<file path="src/hdl/slcs_pkg.sv">
// Shared types and constants for the scan-line lane centre steering block.
// No dependencies.
package slcs_pkg;

   // Configuration register indexes
   localparam logic [2:0] CSR_THRESHOLD  = 3'd0;
   localparam logic [2:0] CSR_LINE_WIDTH = 3'd1;
   localparam logic [2:0] CSR_GAIN       = 3'd2;
   localparam logic [2:0] CSR_BASE_SPEED = 3'd3;
   localparam logic [2:0] CSR_FAST_SPEED = 3'd4;
   localparam logic [2:0] CSR_BAND_LOW   = 3'd5;
   localparam logic [2:0] CSR_BAND_HIGH  = 3'd6;

   // Register reset values
   localparam logic [7:0]  THRESHOLD_RST = 8'd150;
   localparam int          WIDTH_RST     = 640;
   localparam logic [11:0] GAIN_RST      = 12'd512;
   localparam logic [15:0] BASE_RST      = 16'd3277;
   localparam logic [15:0] FAST_RST      = 16'd13107;
   localparam logic [15:0] BAND_LOW_RST  = 16'd30802;
   localparam logic [15:0] BAND_HIGH_RST = 16'd34734;

   localparam int LINE_WIDTH_W = 13;
   localparam int MIN_WIDTH    = 8;

   // x/5 == (x * 52429) >> 18 for every x below 2^16
   localparam logic [15:0] DIV5_MUL   = 16'd52429;
   localparam int          DIV5_SHIFT = 18;

   localparam logic [16:0] HALF_Q16 = 17'd32768;
   localparam int          TURN_MAX = 524287;
   localparam int          TURN_MIN = -524288;

   typedef enum logic [2:0] {
      ST_PIXEL,
      ST_FETCH,
      ST_DIV,
      ST_STEER,
      ST_OUT
   } state_type;

   typedef struct packed {
      logic busy;
      logic done;
   } div_status_type;

endpackage

</file>
<file path="src/hdl/slcs_steer.sv">
// Speed selection and proportional turn command with saturation.
// Depends on slcs_pkg.
module slcs_steer
   import slcs_pkg::*;
(
   input  logic               clock,
   input  logic               calc,
   input  logic [15:0]        pos,
   input  logic [11:0]        gain,
   input  logic [15:0]        band_low,
   input  logic [15:0]        band_high,
   input  logic [15:0]        base_speed,
   input  logic [15:0]        fast_speed,
   output logic [15:0]        speed,
   output logic signed [19:0] turn
);

   localparam int PW = 30;
   localparam logic signed [PW-1:0] SAT_HI = PW'(TURN_MAX);
   localparam logic signed [PW-1:0] SAT_LO = PW'(TURN_MIN);

   logic signed [16:0]   err;
   logic signed [12:0]   gain_s;
   logic signed [PW-1:0] prod_ff, prod_in;
   logic [15:0]          speed_ff, speed_in;
   logic signed [PW-1:0] scaled;

   always_comb begin
      err      = $signed(HALF_Q16) - $signed({1'b0, pos});
      gain_s   = $signed({1'b0, gain});
      prod_in  = prod_ff;
      speed_in = speed_ff;
      if (calc) begin
         prod_in  = gain_s * err;
         speed_in = (pos >= band_low && pos <= band_high) ? fast_speed : base_speed;
      end
   end

   always_ff @(posedge clock) begin
      prod_ff  <= prod_in;
      speed_ff <= speed_in;
   end

   // floor division by 256
   always_comb begin
      scaled = prod_ff >>> 8;
      if (scaled > SAT_HI) begin
         turn = SAT_HI[19:0];
      end else if (scaled < SAT_LO) begin
         turn = SAT_LO[19:0];
      end else begin
         turn = scaled[19:0];
      end
   end

   assign speed = speed_ff;

endmodule

</file>
<file path="config.mk">
export PLATFORM = sky130hd
export DESIGN_NAME = slcs_steer
export DESIGN_NICKNAME = d
export VERILOG_FILES = /design/src/hdl/slcs_pkg.sv /design/src/hdl/slcs_steer.sv
export SDC_FILE = /design/constraint.sdc
export NUM_CORES = 1
export LEC_CHECK = 0
export ABC_CLOCK_PERIOD_IN_PS = 7100
export BUFFER_PORTS_ARGS = -buffer_cell sky130_fd_sc_hd__buf_2
export CORE_MARGIN = 10
export CORE_UTILIZATION = 56
export CTS_CLUSTER_SIZE = 14
export DETAILED_ROUTE_END_ITERATION = 12
export PLACE_DENSITY = 0.8
export SETUP_SLACK_MARGIN = 0.5
export SLEW_MARGIN = 40
export SYNTH_ARGS = -nofsm -noshare
export SYNTH_HDL_FRONTEND = slang
export SYNTH_SLANG_ARGS = --single-unit
</file>
<file path="constraint.sdc">
create_clock -name clock -period 7.1 [get_ports clock]
set_clock_uncertainty 0.1 [all_clocks]
set_input_delay 0.355 -clock clock [delete_from_list [all_inputs] [get_ports clock]]
set_output_delay 0.355 -clock clock [all_outputs]
set_load 0.01 [all_outputs]
</file>
==> metrics.yaml <==
synthesis:
  synthArstFlopShare_pct: 0
  syn_avg_cell_area_um2: 8.85
  ys_warn_count: 0
  syn_nets: 1561
  synth_common_cells: "inv_1, fa_1, nand2_1"
  synthAdderAreaFrac_pct: 47.5
  synthXorXnorAreaFrac_pct: 2.68
  synth_edf_count: 38
  synth_compound_area_share_pct: 9.86
  synthCells: 1182
  seq_area_frac_synth_pct: 10.9
  synth_top_area_share_pct: 35.8
  syn_area_mm2: 0.0105
  synth_cell_types: 65
  synth-seq-cells: 38
  synthSimpleGateAreaFrac_pct: 17.2
  synth_top_cell_by_area: "fa_1"
  yosys-top-cells-area: "fa_1, ha_1, edfxtp_1"
  synth_most_common_cell: "inv_1"
  synth_top_family_by_area: "adder cells"
  ys.flop_type: "edfxtp_1"
  synthMuxAreaShare_pct: 0.0957
timing:
  max_slew_margin_pct: 46.4
  setup_violations: 0
  grt_setup_unrepaired: "no"
  layout_setup_ws_ns: 0.652
  fin_setup_tns_ns: 0
  timing.fmax_ghz: 0.155
  hold_viol: 0
  period_share_pct: 90.8
  fin_crit_ns: 6.45
  worst_pin_slew_ns: 0.799
  drv_slew: 0
floorplanning:
  io_pins: 130
  start_util_pct: 57.6
  die_y_um: 157
  fp.dieW_um: 157
  fp-row-count: 49
  core_mm2: 0.0181
  design.die.area_mm2: 0.0245
pwr:
  p_int_mw: 3.17
  power_frac_comb_pct: 86.7
  ir_drop_mv: 0.360
  p_seq_share_pct: 9.2
  swShare_pct: 50.4
  p_switching_mw: 3.22
  p_clk_share_pct: 4.2
  total_power_mw: 6.39
  leakagePower_nw: 6.01
  power_density_mw_per_mm2: 544
setup_path:
  startpoint: "pos[4]"
  cp_slowest_stage_delay_ns: 0.59
  worst-path-buf-inv: 5
  crit_path_max_fanout: 11
  worstPathCellList: "buf_2 > nor4_4 > nand2_2 > nor4_4 > buf_4 > nand2_1 > xor2_1 > buf_4 > and2_1 > fa_1 > inv_1 > fa_1 > inv_1 > fa_1 > fa_1 > fa_1 > ha_2 > and4_4 > and3_1 > o2111a_2 > or3_4 > o221ai_4 > and3_4 > nor3_2"
  cp_num_cells: 24
  start_kind: "input port"
  arrival_ns: 6.38
  cpLargestDelayFamily: "adder cells"
  path_common_cell: "fa_1"
  crit_path_end: "prod_ff[29]"
  cp_slowest_cell: "fa_1"
  critPathCaptureType: "flop"
  cp_data_required_time_ns: 7.04
  crit_type: "input port to flop"
final_layout:
  syn2layout_area_growth_pct: 12.2
  drive_above_1_share_pct: 15.9
  final_core_util_pct: 64.7
  fin_area_mm2: 0.0117
  antennaDiodeCount: 0
  fin_nets: 1675
status:
  outcome: "finished clean"
grt:
  grt_overflow: 0
  grt_max_degree: 39
  grt_use_total_pct: 21.1
  antenna_found_initial: 0
  grt_pass1_wl_um: 42100
  grt_pass1_vias: 8838
placed_design:
  hpwl_um: 21400
  routabilityCongestion: 0.888
  place_area_mm2: 0.0114
  pre_cts_ws_ns: 0.0105
  io_buffers: 129
drt:
  first_iter_violations: 391
  avgViaCountPerCell: 5.30
  vias: 8084
  drtPass1Iterations: 4
  drtAntennaViolNets: 0
  drt_wl_total_um: 24800
  wire_per_inst_um: 16.3
  drc_errors: 0
flow_run:
  drv_cap: 0
clocking:
  clockBufferDepth: 2
  root_buffer: "clkbuf_16"
  cts_buffers: 5
  cts_max_level: 2
  tritoncts: "yes"
  clock_sinks: 38
  clkTransAtPathRegs_ns: 0.07
  ctsHoldBuffers: 0
min_path:
  holdCritPathClass: "input port to flop"
-- worst min-delay path by stage --
stage / start / endpoint / slack (ns) / depth (start not counted)
6_report: base_speed[15] / speed[15] / 0.26 / 3
5_1_grt: base_speed[12] / speed[12] / 0.27 / 3
4_1_cts: base_speed[15] / speed[15] / 0.25 / 3
3_5_place_dp: base_speed[12] / speed[12] / 0.57 / 3
3_3_place_gp: base_speed[1] / speed[1] / 0.56 / 3
2_1_floorplan: calc / prod_ff[10] / 0.37 / 0
-- cell families (layout without fill, tap and decap cells) --
kind of cell             after synthesis  count (layout)
adder cells (fa/ha/maj)              285             285
buffers and inverters                326             441
XOR/XNOR                              32              32
flip-flops                            38              38
AND/OR/NAND/NOR                      361             361
multiplexers                           1               1
AO/OA/AOI/OAI                        139             139
-- placed cells by master (no fill, tap or decap), drive strengths merged, types with 6 or more instances in the layout --
cell type,instances
and2,108
xnor2,21
buf,150
ha,98
edfxtp,38
nor3,10
o21ai,17
clkbuf,7
a21o,18
a21oi,24
nand2b,6
o21a,12
fa,187
o211ai,39
xor2,11
nor2,60
inv,283
nand2,142
-- state kept, by name (all words and copies together), names as in the netlist --
| register | cells |
|---|---|
| prod_ff | 22 |
| speed | 16 |
-- layout make-up --
class                      count  area [µm²]
clock inverter                 1        30.0
fill                        1464        6410
clock buffer                   7         133
inverter                     283        1060
multi-input combinational    818        8280
timing repair buffer         150         806
sequential                    38        1140
tap                          229         287
-- metal layers --
layer / vias up / track usage (%) / wire [µm]
met1: 3911 / 25.2 / 10300
met3: 24 / 7.51 / 2390
met2: 285 / 36.0 / 11800
li1: 3864 / - / -
met4: 0 / 4.09 / 278
met5: - / 0 / 0
-- timing repair --
action | 4_1_cts | 5_1_grt
buffers inserted | 0 | 3
gates resized for setup | 2 | 20
endpoints found under the setup margin | 4 | 8
pin swaps | 1 | 6
cloned | 0 | 0
-- power by group through the flow --
stage / Clock, mW / Sequential, mW / Combinational, mW
floorplan: 0 / 0.592 / 4.18
global placement: 0 / 0.587 / 5.14
detailed placement: 0 / 0.589 / 5.28
CTS: 0.272 / 0.586 / 5.31
global route: 0.280 / 0.595 / 6.31
finish: 0.268 / 0.585 / 5.53
-- metrics by stage --
stage	hold WS (ns)	cells
final	0.255	1526
after global routing	0.273	1526
after CTS	0.250	1523
after detailed placement	0.571	1515
after global placement	0.560	1515
after floorplan	0.367	1182
(Power assumes the default switching activity.)
