==> config.mk <==
export PLATFORM = sky130hd
export DESIGN_NAME = slcs_divider
export DESIGN_NICKNAME = d
export VERILOG_FILES = /design/src/hdl/slcs_pkg.sv /design/src/hdl/slcs_divider.sv
export SDC_FILE = /design/constraint.sdc
export NUM_CORES = 1
export LEC_CHECK = 0
export BUFFER_PORTS_ARGS = -buffer_cell sky130_fd_sc_hd__buf_2
export CORE_MARGIN = 1.5
export CORE_UTILIZATION = 43
export CTS_CLUSTER_SIZE = 30
export DETAILED_ROUTE_END_ITERATION = 7
export PLACE_DENSITY_LB_ADDON = 0.05
export REMOVE_ABC_BUFFERS = 1
export SLEW_MARGIN = 20
export SYNTH_ARGS = -nofsm -noshare
export SYNTH_HDL_FRONTEND = slang
export SYNTH_SLANG_ARGS = --single-unit
==> constraint.sdc <==
create_clock -name clock -period 5.3 [get_ports clock]
set_clock_uncertainty 0.15 [all_clocks]
set_input_delay 0.795 -clock clock [delete_from_list [all_inputs] [get_ports clock]]
set_output_delay 0.795 -clock clock [all_outputs]
set_load 0.02 [all_outputs]
==> src/hdl/slcs_pkg.sv <==
// Shared types and constants for the scan-line lane centre steering block.
// No dependencies.
package slcs_pkg;

   // Configuration register indexes
   localparam logic [2:0] CSR_THRESHOLD  = 3'd0;
   localparam logic [2:0] CSR_LINE_WIDTH = 3'd1;
   localparam logic [2:0] CSR_GAIN       = 3'd2;
   localparam logic [2:0] CSR_BASE_SPEED = 3'd3;
   localparam logic [2:0] CSR_FAST_SPEED = 3'd4;
   localparam logic [2:0] CSR_BAND_LOW   = 3'd5;
   localparam logic [2:0] CSR_BAND_HIGH  = 3'd6;

   // Register reset values
   localparam logic [7:0]  THRESHOLD_RST = 8'd150;
   localparam int          WIDTH_RST     = 640;
   localparam logic [11:0] GAIN_RST      = 12'd512;
   localparam logic [15:0] BASE_RST      = 16'd3277;
   localparam logic [15:0] FAST_RST      = 16'd13107;
   localparam logic [15:0] BAND_LOW_RST  = 16'd30802;
   localparam logic [15:0] BAND_HIGH_RST = 16'd34734;

   localparam int LINE_WIDTH_W = 13;
   localparam int MIN_WIDTH    = 8;

   // x/5 == (x * 52429) >> 18 for every x below 2^16
   localparam logic [15:0] DIV5_MUL   = 16'd52429;
   localparam int          DIV5_SHIFT = 18;

   localparam logic [16:0] HALF_Q16 = 17'd32768;
   localparam int          TURN_MAX = 524287;
   localparam int          TURN_MIN = -524288;

   typedef enum logic [2:0] {
      ST_PIXEL,
      ST_FETCH,
      ST_DIV,
      ST_STEER,
      ST_OUT
   } state_type;

   typedef struct packed {
      logic busy;
      logic done;
   } div_status_type;

endpackage

==> src/hdl/slcs_divider.sv <==
// Restoring divider, one quotient bit per cycle.
// Depends on slcs_pkg.
module slcs_divider
   import slcs_pkg::*;
#(
   parameter int NUM_W = 28,
   parameter int DEN_W = 13
) (
   input  logic             clock,
   input  logic             reset,
   input  logic             start,
   input  logic [NUM_W-1:0] numerator,
   input  logic [DEN_W-1:0] denominator,
   output logic [NUM_W-1:0] quotient,
   output div_status_type   status
);

   localparam int CNT_W = $clog2(NUM_W + 1);

   logic             busy_ff, busy_in;
   logic             done_ff, done_in;
   logic [NUM_W-1:0] shift_ff, shift_in;
   logic [DEN_W-1:0] rem_ff, rem_in;
   logic [DEN_W-1:0] den_ff, den_in;
   logic [CNT_W-1:0] count_ff, count_in;
   logic [DEN_W:0]   rem_try;
   logic [DEN_W:0]   rem_diff;
   logic             fits;

   always_comb begin
      rem_try  = {rem_ff, shift_ff[NUM_W-1]};
      fits     = rem_try >= {1'b0, den_ff};
      rem_diff = rem_try - {1'b0, den_ff};
      busy_in  = busy_ff;
      done_in  = 1'b0;
      shift_in = shift_ff;
      rem_in   = rem_ff;
      den_in   = den_ff;
      count_in = count_ff;
      if (start) begin
         busy_in  = 1'b1;
         shift_in = numerator;
         rem_in   = '0;
         den_in   = denominator;
         count_in = CNT_W'(NUM_W);
      end else if (busy_ff) begin
         shift_in = {shift_ff[NUM_W-2:0], fits};
         rem_in   = fits ? rem_diff[DEN_W-1:0] : rem_try[DEN_W-1:0];
         count_in = count_ff - CNT_W'(1);
         if (count_ff == CNT_W'(1)) begin
            busy_in = 1'b0;
            done_in = 1'b1;
         end
      end
   end

   always_ff @(posedge clock) begin
      if (reset) begin
         busy_ff <= 1'b0;
         done_ff <= 1'b0;
      end else begin
         busy_ff <= busy_in;
         done_ff <= done_in;
      end
      shift_ff <= shift_in;
      rem_ff   <= rem_in;
      den_ff   <= den_in;
      count_ff <= count_in;
   end

   assign quotient    = shift_ff;
   assign status.busy = busy_ff;
   assign status.done = done_ff;

   a_rem_below_den: assert property (@(posedge clock) disable iff (reset)
      busy_ff |-> (rem_ff < den_ff))
      else $error("divider remainder not below divisor");

   a_no_restart: assert property (@(posedge clock) disable iff (reset)
      start |-> !busy_ff)
      else $error("divider started while busy");

endmodule

==> results of run 1 <==
## Yosys cell counts
library cell / count
a211oi_2: 1
xor2_1: 3
o211ai_1: 3
mux2_2: 27
o311ai_2: 1
o22ai_2: 1
a31oi_1: 2
fa_1: 1
o21a_1: 1
xnor2_1: 9
nor4_2: 1
buf_4: 2
or4b_2: 1
nor2_1: 17
edfxtp_1: 41
o21ai_0: 1
and3_1: 4
nor3b_1: 1
o21ai_1: 4
ha_1: 15
buf_6: 2
nor2b_1: 1
o31ai_1: 2
nand2_1: 11
a211oi_1: 9
a22oi_1: 1
o311ai_4: 1
nor4b_1: 1
a21oi_2: 1
nor3_1: 5
o311a_1: 1
clkbuf_1: 8
inv_1: 20
a32oi_1: 2
nand3b_1: 1
a211o_1: 1
nand3_2: 1
mux2i_1: 10
a31oi_2: 1
dfxtp_1: 20
or2_2: 1
a21oi_1: 9
nand2b_1: 8
a21o_1: 3
nand3_1: 4
## metrics by stage
step                hold slack, ns  total power, mW  utilization
detailed placement           0.324            0.806        0.517
floorplan                    0.295            0.735            -
CTS                          0.332             1.19        0.543
global route                 0.358             1.24        0.543
global placement             0.315            0.805        0.517
finish                       0.334             1.18        0.543
## cell families after synthesis
family,after synthesis,share of synthesized area
buffers and inverters,32,0.0455
flip-flops,61,0.520
AND/OR/NAND/NOR,57,0.0938
AO/OA/AOI/OAI,45,0.112
XOR/XNOR,12,0.0335
adder cells (fa/ha/maj),16,0.0662
multiplexers,37,0.129
## registers in the layout (all words and copies together), names as in the netlist
name and count:
busy_ff 1, count_ff 5, den_ff 13, done_ff 1
quotient 28, rem_ff 13
## metal layers
layer	global-route usage	wire length, um
met2	0.254	2820
met5	0	0
met3	0.0569	351
met1	0.221	2770
met4	0.0597	62
## critical path, cell delays in order (launching register included)
cell	delay, ns
edfxtp_1	0.41
inv_1	0.07
ha_1	0.15
inv_1	0.05
fa_1	0.41
a211o_1	0.34
a21oi_2	0.18
o311ai_4	0.12
o22ai_2	0.81
mux2i_1	0.20
a211oi_1	0.28
## placed cells by master, fill, tap and decap left out, types with 3 or more instances in the layout
cell type  netlist  layout
nand2_1         11      11
dfxtp_1         20      20
nor3_1           5       5
nor2_1          17      17
clkbuf_8         0       9
nand2b_1         8       8
o21ai_1          4       4
xor2_1           3       3
a21o_1           3       3
and3_1           4       4
xnor2_1          9       9
mux2_2          27      27
buf_2            0      73
mux2i_1         10      10
a211oi_1         9       9
nand3_1          4       4
ha_1            15      15
o211ai_1         3       3
edfxtp_1        41      41
a21oi_1          9       9
inv_1           20      19
## area by class of cell
| class | count | share of cell area |
|---|---|---|
| well taps | 96 | 0.0321 |
| repair buffers | 75 | 0.102 |
| clock inverters | 6 | 0.0147 |
| multi-input cells | 167 | 0.363 |
| clock buffers | 9 | 0.0331 |
| inverters | 20 | 0.0200 |
| flip-flops and latches | 61 | 0.435 |
## worst min path at each step
stage / from / end / slack (ns) / cells after the start
floorplan: rem_ff[2] / rem_ff[2] / 0.30 / 2
global placement: rem_ff[10] / rem_ff[10] / 0.31 / 2
detailed placement: rem_ff[2] / rem_ff[2] / 0.32 / 2
CTS: rem_ff[2] / rem_ff[2] / 0.33 / 2
global route: rem_ff[2] / rem_ff[2] / 0.36 / 2
finish: rem_ff[2] / rem_ff[2] / 0.33 / 2
## where the power goes
group          internal, mW  switching (mW)
Combinational        0.0952           0.125
Sequential            0.555          0.0205
Clock                 0.209           0.171
Total                 0.859           0.317
==> metrics, run 1 <==
status=completed; Vias/cell=roughly 5; setup bufs post-CTS=0; Critical path origin=quotient[27]; Synth top area share=0.393; Die Y-Extent=88.4 um; Worst-Skew Late Latency=0.34 ns; final worst-path setup slack=2.03 ns; worst r2r dst=rem_ff[4]; initial core utilization=0.454; Routed WL per cell=~14 um; pwr/cell area=roughly 310 nW/um^2; HP Class=reg -> reg; first-pass GRT wire length=9760 um; post-synthesis register bit count=61; Mapped Avg Cell Area=12.1 sq um; Row Count=30; area delta synth->final=19.5%; core area=6910 sq um; post-DP HPWL=4130 um; post-route cell area=about 3700 sq um; post-route insts no fill=434; post-cts resize count=0; Worst Tran Pin Value=1.03 ns; largest area contributor in the netlist=edfxtp_1; Seq. cell area=1630 sq um; largest cells by area after synthesis=edfxtp_1 (39%), dfxtp_1 (13%), mux2_2 (9.7%); DRT antenna net count=0; Crit Path Max Fanout=18; Overflow after GRT=0; routability cong.=0.796; crit path kind=reg -> reg; Pleak=around 1.7 nW; critical path arrival=3.36 ns; DR pass1 iterations=4; initial antenna violation count=0; Setup-failing EPs final=0; Die Width=88.4 um; Vias=2165; footprint of the multi-input gates=1360 sq um; sequential area share after synthesis=0.520; Critical Path RT=approximately 5.4 ns; CTS Sinks=61; synth unique cells=45; final setup TNS=0 ns; Placed Area=3570 sq um; worst r2r src=quotient[27]; r2r setup slk=approximately 2 ns; htree depth=3; CTS tree=yes; hold_buf cts=0; layout net count=394; final period utilization=0.617; worst vdd ir=0.000184 V; DR iter-0 viols=81; Max Root-Sink Buffers=2; Max Freq=306 MHz; routed wire length=6010 um; placed cells=419; startpoint types=register; largest net degree at the start of global routing=56; Place WS=2.03 ns; worst reg2reg path depth=10; io pins=74; Max Cap Viol=0; CTS Root Cell=clkbuf_8; Clk pin slew, worst setup/hold paths=~0.070 ns; GRT Total Usage=0.166; crit path to=rem_ff[4]; vias in the first global route=2076; relative slew slack=0.314; Filler cells=663; Tmin final=3.27 ns; CP Capture Type=register; count of final max-slew check failures=0; total die area=~7800 sq um; Antenna diodes=0; yosys warns=0; post-synthesis cell count=260; Port Buffers=73; Fin. Hold Viols=0; share of post-route cells with drive strength above 1=0.373; # DRC=0; number of CTS-inserted buffers=9; Post-Syn Area=roughly 3100 sq um; RSZ-0062 raised after global routing=false
Note: power is estimated with default switching activity, not from simulation.
==> run 2, diff against run 1 <==
--- a/config.mk
+++ b/config.mk
@@ -5,6 +5,7 @@
 export SDC_FILE = /design/constraint.sdc
 export NUM_CORES = 1
 export LEC_CHECK = 0
+export ABC_AREA = 1
 export BUFFER_PORTS_ARGS = -buffer_cell sky130_fd_sc_hd__buf_2
 export CORE_MARGIN = 1.5
 export CORE_UTILIZATION = 43
==> constraint.sdc (replaced) <==
create_clock -name clock -period 2.9 [get_ports clock]
set_clock_uncertainty 0.15 [all_clocks]
set_input_delay 0.435 -clock clock [delete_from_list [all_inputs] [get_ports clock]]
set_output_delay 0.435 -clock clock [all_outputs]
set_load 0.02 [all_outputs]
==> run 2 against run 1 <==
Net effect:
- non-clock buffer count is 5 higher
- die area is 9.2% higher
- maximum frequency is 37% higher
- clock power is 90% higher
- first-iteration DRC count is 58% higher
- worst setup slack worse by 1.5 ns
- wire length is 25% higher
- sequential power is 79% higher
- combinational power is 47% higher
- sequential cell count stayed put
- via count is 34% higher
- power is 77% higher
==> metrics, run 2 <==
number of enable flip-flop cells after synthesis=41 (unchanged); post-synthesis register bit count=61 (unchanged); CP max-delay cell=fa_1; Fin. Hold Viols=0 (unchanged); share of post-route cells with drive strength above 1=0.224 (-0.149); CP Capture Type=register; Die Width=92.4 um (+4.5%); startpoint types=register; io pins=74 (unchanged); largest area contributor in the netlist=edfxtp_1; RSZ-0062 raised after global routing=false; final period utilization=0.825 (+0.208); Routed WL per cell=12.1 um (-13%); # DRC=0 (unchanged); CTS tree=yes; Port Buffers=73 (unchanged); routed wire length=7480 um (+25%); Worst Tran Pin Value=0.471 ns (-0.558 ns); largest cells by area after synthesis=edfxtp_1 (36%), nand2_1 (19%), dfxtp_1 (12%); setup bufs post-CTS=0 (unchanged); M1 GR Usage=0.265 (+0.0443); Mapped Avg Cell Area=7.86 sq um (-35%); asr flop ratio synth=0 (unchanged); Filler cells=800 (+21%); sequential area share after synthesis=0.475 (-0.0453); pwr/cell area=510 nW/um^2 (+62%); routability cong.=0.890 (+12%); Max Freq=418 MHz (+37%); count of final max-slew check failures=0 (unchanged); Compound-Gate Fraction of Synth Area=0.0233 (-0.0884); area delta synth->final=18.8%; CP most frequent cell=nand2_1; number of CTS-inserted buffers=9 (unchanged); Critical Path RT=2.85 ns (-2.54 ns); CP peak stage delay=0.43 ns (-0.38 ns); HP Class=in -> reg; DR pass1 iterations=4 (unchanged); vias in the first global route=2844 (+37%); commonest non-fill, non-tap cell in the layout=nand2_1; status=completed; met3 Use GR=0.0468 (-0.0101); Vias=2911 (+34%); Post-Syn Area=3430 sq um (+9.5%); synth unique cells=29 (-36%); most common cell in the netlist=nand2_1; most frequent cells in the layout=nand2_1 (176), buf_2 (73), inv_1 (64); CTS Sinks=61 (unchanged); largest net degree at the start of global routing=29 (-48%); GRT Total Usage=0.196 (+0.0297); post-cts resize count=0 (unchanged); crit path kind=reg -> reg; Crit Path Max Fanout=15 (-3); Tmin final=2.39 ns (-0.878 ns); Max Cap Viol=0 (unchanged); DRT antenna net count=0 (unchanged); Overflow after GRT=0 (unchanged); mux contribution to synthesized area=0 (-0.129); initial antenna violation count=1 (+1); Max Root-Sink Buffers=2 (unchanged); Clk pin slew, worst setup/hold paths=0.07 ns (about the same); CTS Root Cell=clkbuf_8; met2 usage=0.299 (+0.0450); largest family of logic cells by synthesized area=simple AND/OR/NAND/NOR gates; Place WS=0.524 ns (-1.51 ns); DR iter-0 viols=128 (+58%); Worst-Skew Late Latency=0.34 ns (about the same); Antenna diodes=0 (unchanged); first-pass GRT wire length=13100 um (+34%); grt peak-use layer=met2; CP Buf/Inv Count=2 (unchanged); Synth top area share=0.358 (-0.0342); yosys warns=0 (unchanged); post-route cell area=4080 sq um (+8.9%); CP delay by family, top=simple AND/OR/NAND/NOR gates; Vias/cell=4.69 (-6.0%); Row Count=32 (+6.7%); total die area=8530 sq um (+9.2%); Setup-failing EPs final=0 (unchanged); final setup TNS=0 ns (unchanged); post-synthesis cell count=437 (+68%); CP cell instances=inv_1, ha_1, inv_1, fa_1, nand2_1, nand3_2, nand2_2, nand3_4, nand2_1, nand2_1; post-synthesis adder-cell area fraction=0.0605 (-0.00577); critical path arrival=2.34 ns (-1.02 ns); Synth top cells by count=nand2_1 (176), inv_1 (64), edfxtp_1 (41), nand3_1 (29), dfxtp_1 (20); initial core utilization=0.444 (-0.00952); final worst-path setup slack=0.508 ns (-1.52 ns); final hold slack=0.116 ns (-0.217 ns); worst vdd ir=0.000236 V (+28%); Placed Area=3900 sq um (+9.3%); post-DP HPWL=5520 um (+34%); Die Y-Extent=92.4 um (+4.5%); htree depth=3 (unchanged); max reg flops=28 (unchanged); Pleak=2.14 nW (+28%); layout net count=574 (+46%); relative slew slack=0.685 (+0.372); Synth Area in XOR/XNOR=0.0128 (-0.0208); hold_buf cts=0 (unchanged); main flop type after synthesis=edfxtp_1; core area=7730 sq um (+12%); simple-gate portion of the synthesized area=0.328 (+0.234)
-- run 2: final timing paths --
check | from | to | slack, ns | cells past startpoint
max | quotient[27] | quotient[0] | 0.51 | 10
min | denominator[8] | den_ff[8] | 0.12 | 1
max reg2reg | quotient[27] | quotient[0] | 0.51 | 10
min reg2reg | rem_ff[8] | rem_ff[8] | 0.33 | 2
-- run 2: cell type report --
class,instances,area (sq um),area share
inverter,70,263,0.0644
multi-input combinational,292,1460,0.357
sequential,61,1630,0.400
clock inverter,5,51.3,0.0126
tap,102,128,0.0313
timing repair buffer,80,418,0.102
clock buffer,11,131,0.0322
-- run 2: worst reg2reg max path, stage by stage, from the launching register on --
cell and delay, ns:
edfxtp_1 0.39, inv_1 0.09, ha_1 0.14, inv_1 0.07, fa_1 0.43, nand2_1 0.11
nand3_2 0.09, nand2_2 0.25, nand3_4 0.25, nand2_1 0.12, nand2_1 0.05
-- run 2: power breakdown --
group	switching (mW)	leakage [nW]	total (mW)	internal, mW
Clock	0.332	0.0907	0.723	0.392
Combinational	0.210	1.47	0.324	0.114
Sequential	0.0307	0.577	1.03	1.00
-- run 2: metal layers --
layer,up-vias,wire [um]
met2,71,3230
met4,2,150
li1,1538,-
met3,15,371
met5,-,12
met1,1285,3720
-- run 2: cell families after synthesis --
kind of cell | after synthesis
AND/OR/NAND/NOR | 258
buffers and inverters | 84
flip-flops | 61
adder cells (fa/ha/maj) | 16
AO/OA/AOI/OAI | 13
XOR/XNOR | 5
-- run 2: per-stage QoR --
step,utilization,instances,power (mW)
final,0.528,621,2.08
after floorplan,-,423,1.25
after detailed placement,0.505,605,1.38
after CTS,0.528,621,2.10
after global routing,0.528,621,2.19
after global placement,0.505,605,1.38
